### config.mk
export PLATFORM = sky130hd
export DESIGN_NAME = rfb_index
export DESIGN_NICKNAME = d
export VERILOG_FILES = /design/src/rtl/assert_macros.svh /design/src/rtl/rfb_pkg.sv /design/src/rtl/rfb_index.sv
export SDC_FILE = /design/constraint.sdc
export NUM_CORES = 1
export LEC_CHECK = 0
export BUFFER_PORTS_ARGS = -buffer_cell sky130_fd_sc_hd__buf_4
export CORE_MARGIN = 2
export CORE_UTILIZATION = 50
export CTS_BUF_LIST = sky130_fd_sc_hd__clkbuf_2
export CTS_CLUSTER_SIZE = 20
export DETAILED_ROUTE_END_ITERATION = 10
export GPL_TIMING_DRIVEN = 1
export PLACE_DENSITY = 0.67
export SLEW_MARGIN = 0
export SYNTH_ARGS = -nofsm -noshare
export SYNTH_HDL_FRONTEND = slang
export SYNTH_SLANG_ARGS = --single-unit
export TNS_END_PERCENT = 20
### constraint.sdc
create_clock -name clk -period 17.1 [get_ports clk]
set_input_delay 0.855 -clock clk [delete_from_list [all_inputs] [get_ports clk]]
set_output_delay 0.855 -clock clk [all_outputs]
set_load 0.01 [all_outputs]
### src/rtl/assert_macros.svh
`ifndef ASSERT_MACROS_SVH
`define ASSERT_MACROS_SVH

// Condition that must hold on every clock edge out of reset.
`define RFB_ASSERT(lbl, cond) \
    lbl: assert property (@(posedge clk) disable iff (!rst_n) (cond)) \
        else $error("rfb assertion failed");

// Implication whose consequent is checked in the cycle after the antecedent.
`define RFB_ASSERT_NEXT(lbl, ante, cons) \
    lbl: assert property (@(posedge clk) disable iff (!rst_n) (ante) |=> (cons)) \
        else $error("rfb assertion failed");

`endif

### src/rtl/rfb_pkg.sv
package rfb_pkg;

    localparam int SAMPLE_BITS = 24;
    localparam int FRAC_BITS   = 16;
    localparam int TW_BITS     = FRAC_BITS + 2;
    localparam int OUT_BITS    = SAMPLE_BITS + 3;
    localparam int PROD_BITS   = SAMPLE_BITS + TW_BITS;
    localparam int PSUM_BITS   = PROD_BITS + 1;
    localparam int X_BITS      = PSUM_BITS - FRAC_BITS;
    localparam int SD_BITS     = X_BITS + 1;
    localparam int K_BITS      = FRAC_BITS + 2;
    localparam int ROT_BITS    = SD_BITS + K_BITS;
    localparam int ROTQ_BITS   = ROT_BITS - FRAC_BITS;
    localparam int FIN_BITS    = ROTQ_BITS + 1;

    localparam int IDX_BITS    = 16;
    localparam int DEST_BITS   = 18;
    localparam int CFG_BITS    = 16;
    localparam int CFG_IDX_BITS = 8;
    localparam int DIV_STAGES  = 4;
    localparam int DIV_STEP    = IDX_BITS / DIV_STAGES;

    localparam logic [CFG_IDX_BITS-1:0] CFG_PITCH = 8'd0;
    localparam logic [CFG_IDX_BITS-1:0] CFG_GLEN  = 8'd1;

    // sin(60 deg) in Q.FRAC, rounded from a Q24 constant
    localparam longint SIN60_Q24 = 64'd14529495;
    localparam longint K_VAL = (((SIN60_Q24 * 2) >>> (24 - FRAC_BITS)) + 1) >>> 1;
    localparam logic signed [K_BITS-1:0] K_COEF = K_BITS'(K_VAL);

    typedef struct packed {
        logic [CFG_BITS-1:0] pitch;
        logic [CFG_BITS-1:0] glen;
    } cfg_t;

    localparam logic signed [FIN_BITS-1:0] SAT_MAX = FIN_BITS'((64'sd1 <<< (OUT_BITS-1)) - 1);
    localparam logic signed [FIN_BITS-1:0] SAT_MIN = -SAT_MAX - FIN_BITS'(1);

    function automatic logic [OUT_BITS-1:0] sat_out(input logic signed [FIN_BITS-1:0] v);
        logic [OUT_BITS-1:0] r;
        if (v > SAT_MAX)
            r = SAT_MAX[OUT_BITS-1:0];
        else if (v < SAT_MIN)
            r = SAT_MIN[OUT_BITS-1:0];
        else
            r = v[OUT_BITS-1:0];
        return r;
    endfunction

endpackage

### src/rtl/rfb_index.sv
module rfb_index
    import rfb_pkg::*;
(
    input  logic                  clk,
    input  logic                  rst_n,
    input  logic                  in_valid,
    input  logic [IDX_BITS-1:0]   bfly_index,
    input  cfg_t                  cfg,
    output logic                  res_valid,
    output logic [DEST_BITS-1:0]  dest0,
    output logic [DEST_BITS-1:0]  dest1,
    output logic [DEST_BITS-1:0]  dest2
);

    logic [5:0] v_reg;
    logic [DIV_STAGES-1:0] stg_en;

    // restoring divider, DIV_STEP quotient bits per stage
    logic [IDX_BITS-1:0] num_reg [DIV_STAGES];
    logic [IDX_BITS-1:0] quo_reg [DIV_STAGES];
    logic [IDX_BITS-1:0] rem_reg [DIV_STAGES];
    logic [IDX_BITS-1:0] num_next [DIV_STAGES];
    logic [IDX_BITS-1:0] quo_next [DIV_STAGES];
    logic [IDX_BITS-1:0] rem_next [DIV_STAGES];
    logic [DEST_BITS-1:0] dex_reg;
    logic [DEST_BITS-1:0] d0_reg, d1_reg, d2_reg;
    logic [CFG_BITS-1:0] pitch;
    logic [2*CFG_BITS:0] dex_full;

    // zero pitch behaves as one
    assign pitch = (cfg.pitch == '0) ? CFG_BITS'(1) : cfg.pitch;

    assign stg_en = {v_reg[DIV_STAGES-2:0], in_valid};

    always_comb
    begin
        logic [IDX_BITS-1:0] n, q;
        logic [IDX_BITS:0] r;
        for (int s = 0; s < DIV_STAGES; s++)
        begin
            if (s == 0)
            begin
                n = bfly_index;
                q = '0;
                r = '0;
            end
            else
            begin
                n = num_reg[s-1];
                q = quo_reg[s-1];
                r = {1'b0, rem_reg[s-1]};
            end
            for (int b = 0; b < DIV_STEP; b++)
            begin
                r = {r[IDX_BITS-1:0], n[IDX_BITS-1]};
                n = {n[IDX_BITS-2:0], 1'b0};
                if (r >= {1'b0, pitch})
                begin
                    r = r - {1'b0, pitch};
                    q = {q[IDX_BITS-2:0], 1'b1};
                end
                else
                    q = {q[IDX_BITS-2:0], 1'b0};
            end
            num_next[s] = n;
            quo_next[s] = q;
            rem_next[s] = r[IDX_BITS-1:0];
        end
    end

    always_ff @(posedge clk or negedge rst_n)
    begin
        if (!rst_n)
            v_reg <= '0;
        else
            v_reg <= {v_reg[4:0], in_valid};
    end

    assign dex_full = (2*CFG_BITS+1)'(quo_reg[DIV_STAGES-1] * cfg.glen)
                    + (2*CFG_BITS+1)'(rem_reg[DIV_STAGES-1]);

    always_ff @(posedge clk)
    begin
        for (int s = 0; s < DIV_STAGES; s++)
        begin
            if (stg_en[s])
            begin
                num_reg[s] <= num_next[s];
                quo_reg[s] <= quo_next[s];
                rem_reg[s] <= rem_next[s];
            end
        end
        if (v_reg[DIV_STAGES-1])
            dex_reg <= dex_full[DEST_BITS-1:0];
        if (v_reg[DIV_STAGES])
        begin
            d0_reg <= dex_reg;
            d1_reg <= dex_reg + DEST_BITS'(pitch);
            d2_reg <= dex_reg + DEST_BITS'({pitch, 1'b0});
        end
    end

    assign res_valid = v_reg[5];
    assign dest0 = d0_reg;
    assign dest1 = d1_reg;
    assign dest2 = d2_reg;

endmodule

* Word-level counts from Yosys, hierarchy flattened
Memory sizes are Yosys's and may differ from the RTL's.
Index checks and enable logic that the tools add are counted.
** Cells by class
- Add/subtract/negate cells :: 19
- Order comparisons :: 16
- Reductions and logical operators :: 1
- Multiplexer cells :: 41
- $mul :: 1
** Operators with widths (number)
- two-way mux 16 bit :: 17
- >= comparator 17 x 16 -> 1 bit :: 15
- subtractor 16 bit :: 15
- adder 18 x 16 -> 18 bit :: 2
- two-way mux 1 bit :: 24
- adder 18 x 17 -> 18 bit :: 1
- multiplier 16 x 16 -> 18 bit :: 1
- >= comparator 1 x 16 -> 1 bit :: 1
- logical NOT 16 bit :: 1
- subtractor 1 x 16 -> 16 bit :: 1
** Storage, ports and cells
- Bits of input ports :: 51
- Memories kept :: 3
- RAM bits :: 176
- Register bits after elaboration :: 78
- Word-level logic and storage cells :: 86
- Output and inout port bits :: 55
** Memories
- quo_reg :: words 4, bits a word 16, rd ports 4, clocked after memory_dff 0, write ports 4, line rfb_index.sv:20 : logic [IDX_BITS-1:0] quo_reg [DIV_STAGES];
- rem_reg :: words 4, bits a word 16, rd ports 4, clocked after memory_dff 0, write ports 4, line rfb_index.sv:21 : logic [IDX_BITS-1:0] rem_reg [DIV_STAGES];
- num_reg :: words 4, bits a word 12, rd ports 3, clocked after memory_dff 0, write ports 4, line rfb_index.sv:19 : logic [IDX_BITS-1:0] num_reg [DIV_STAGES];

* Logic depth before layout (Yosys ltp)
- Depth after elaboration :: 10
- Gate-level depth with buffers :: 55
- Depth with buffers taken out :: 47

* Worst setup path after synthesis
No wires, ideal clock.
- Path kind :: input -> register
- Start point :: in cfg[28] in the netlist's numbering
- End point :: mem rem_reg[2][11], data pin
- Cell stages on the path :: 51
- Setup time :: 0.260 ns
- Data required time :: 16.840 ns
- Data arrival time :: 11.690 ns
- Path slack :: 5.150 ns
- Path buffers :: 8
- Cell sequence :: nor4_1 > nand4_1 > clkbuf_1 > o21bai_1 > ha_1 > nor2b_1 > o31a_1 > o221a_2 > o21ai_4 > nand4_2 > and2_1 > buf_6 > clkbuf_1 > o21ai_0 > inv_1 > ha_1 > nor2b_1 > o31a_1 > [... 15 more ...] > a31oi_1 > o221a_1 > buf_6 > inv_4 > buf_4 > a21oi_1 > ha_1 > nor2b_1 > o21a_1 > o21ai_0 > nand3b_1 > a311oi_1 > o31ai_1 > or3_1 > a221oi_4 > mux2i_4 > buf_6 > mux2_4
** RTL lines
- start: declaration :: line rfb_index.sv:8 : input cfg_t cfg,
- end: declaration :: line rfb_index.sv:21

==> run metrics <==
outcome finished, final reports clean; 1st-pass router iterations 7; startpoint types primary input; synth warn 0; slowest stage cell, crit path a2111o_1; CP Capture Type register; CP arrival 13,930 ps; slew of the pin with the lowest slew margin 1210 ps; IO Count 106; Initial Util 50.8%; most frequent CP cell ha_1; M2 GR Usage a little over two fifths; Tmin final about 13,000 ps; maximum clock path buffer count 3; CTS tree yes; CTS buffer count 59; period utilisation layout 77.2%; dpl hpwl 52,800 µm; Die H 233 µm; CP Capture Point rem_reg[2][11]$_DFFE_PP_; post-cts resize count 0; vias in the first global route 21,164; post-layout util approximately 55%; routability cong. 0.934; WL final roughly 69,000 µm; CP required around 18,000 ps; top cells by area, synth edfxtp_1, ha_1, fa_1, mux2_2, xnor2_1; post-route ant nets 0; max cap viols 0; R2R depth 39; Post-Syn Area around 26,000 µm²; Finish-stage setup viols 0; root buf cell clkbuf_2; Hold WC Path Type primary input to async pin; Final Hold Viols 0; max reg flops 64; Critical Path Start cfg[28]; CTS clk-pin slew, worst paths 120 ps; count of standard-cell rows 83; met1 usage 33.2%; Overall Global Routing Usage 25.6%; grt ovf 0; Global Route met3 Usage 4.56%; reg2reg end rem_reg[2][11]$_DFFE_PP_; via count 21,227; H-tree depth 2; Buffers on Ports between 100 and 150; Sink Count 205; Max stage delay on crit path slightly above 700 ps; synthesized net count 3,345; largest net degree at the start of global routing 55; achievable frequency 75.7 MHz; initial antenna violation count 3; Worst R2R Start rem_reg[1][5]$_DFFE_PP_; layout cells sized above 1 13.5%; RSZ-0062 raised after global routing no; Seq cells post-synth between 200 and 250; Core Footprint 51,500 µm²; Die ar. 54,200 µm²; largest area contributor in the netlist edfxtp_1; first-pass GRT wire length 110,000 µm; DR vias/cell 5.76; share of the synthesized area in the top cell type 22.8%; ys async rst share 2.93%; kind of critical path primary input to register; Synth Instances 2,826; reg-to-reg slack, setup 4990 ps; DR DRC count 0; Die X 233 µm; wire per inst 18.6 µm; Clock Latency Late Sink 1050 ps; initial drt markers ~1,200; setup_tns 0 ps; Worst slew margin about a fifth; pins over their slew limit 0; register area share after synthesis 23.4%; NumNets Final 3,481; Worst Clk Skew 119 ps; Layout area overhead 8.64%; Distinct cells, synth 87; average cell area after synthesis 9.26 µm²; Max FO, Critical Path 24; Post-synth EDFFs 199; GRT busiest layer met2; Most used DFF post-synth edfxtp_1
[cell type report]
class                      count  area [µm²]
antenna                        2        5.00
clock buffer                  72         360
clock inverter                28         255
fill                        4641       23100
inverter                     303        1140
multi-input combinational   2248       18600
sequential                   205        6130
tap                          680         851
timing repair buffer         145        1120
[metrics by stage]
stage               cell area [µm²]  instances  worst slack, ps  hold WS, ps
floorplan                     26200       2826             5150          400
global placement              27700       3568             3490          401
detailed placement            27700       3568             3150          405
CTS                           28400       3681             4190         53.3
global route                  28400       3683             2850         69.3
finish                        28400       3683             3890          179
[kinds of logic after synthesis]
| group | after synthesis | share of synthesized area, % |
|---|---|---|
| and+or+nand+nor | 757 | 14.1 |
| AOI/OAI and AO/OA | 620 | 15.3 |
| adders and majority gates | 468 | 26.4 |
| buffers and inverters | 373 | 5.64 |
| xor gates and xnor gates | 240 | 8.04 |
| DFF | 205 | 23.4 |
| muxes | 163 | 7.07 |
[layout by cell type (no fill, tap or decap), types with 121 or more instances in the layout]
cell type / instances
fa_1: 140
buf_4: 132
xnor2_1: 168
inv_1: 300
edfxtp_1: 199
o21ai_0: 121
nand2_1: 236
nor2_1: 153
mux2_2: 135
a21oi_1: 199
ha_1: 328
[worst max-delay path: cells and delay by family]
kind                     cells  cell delay, ps
buffers and inverters        5             810
multiplexers                 2             670
AND/OR/NAND/NOR              9            2660
AO/OA/AOI/OAI               25            7720
adder cells (fa/ha/maj)      4            1150
[worst min-delay path by stage]
stage | start | endpoint | slack, ps | cells after the start
2_1_floorplan | num_reg[0][6]$_DFFE_PP_ | num_reg[1][10]$_DFFE_PP_ | 400 | 0
3_3_place_gp | num_reg[0][4]$_DFFE_PP_ | num_reg[1][8]$_DFFE_PP_ | 400 | 0
3_5_place_dp | num_reg[1][6]$_DFFE_PP_ | num_reg[2][10]$_DFFE_PP_ | 400 | 0
4_1_cts | rst_n | v_reg[4]$_DFF_PN0_ | 50 | 2
5_1_grt | rst_n | v_reg[4]$_DFF_PN0_ | 70 | 2
6_report | rst_n | v_reg[4]$_DFF_PN0_ | 180 | 2
[repair_timing]
action	CTS	global route
endpoints found under the hold margin	18	0
hold buffers	13	0
buffers inserted	0	0
[cells in the mapped netlist (all sizes together), types with 51 or more instances]
cell	n
nor2	155
xor2	72
ha	328
fa	140
clkbuf	51
mux2	144
and2	78
nor3	57
o21ai	127
xnor2	168
edfxtp	199
a21o	73
nand2	236
a21oi	200
inv	302
[layer usage]
layer | vias up | part of all wire [%]
li1 | 10336 | -
met2 | 606 | 46
met1 | 10126 | 44
met5 | - | 0
met4 | 0 | 3.6
met3 | 159 | 6.4
Power is left out: the tool's default activity adds up to more than one toggle a clock period on the data nets, which glitch-free logic cannot reach.
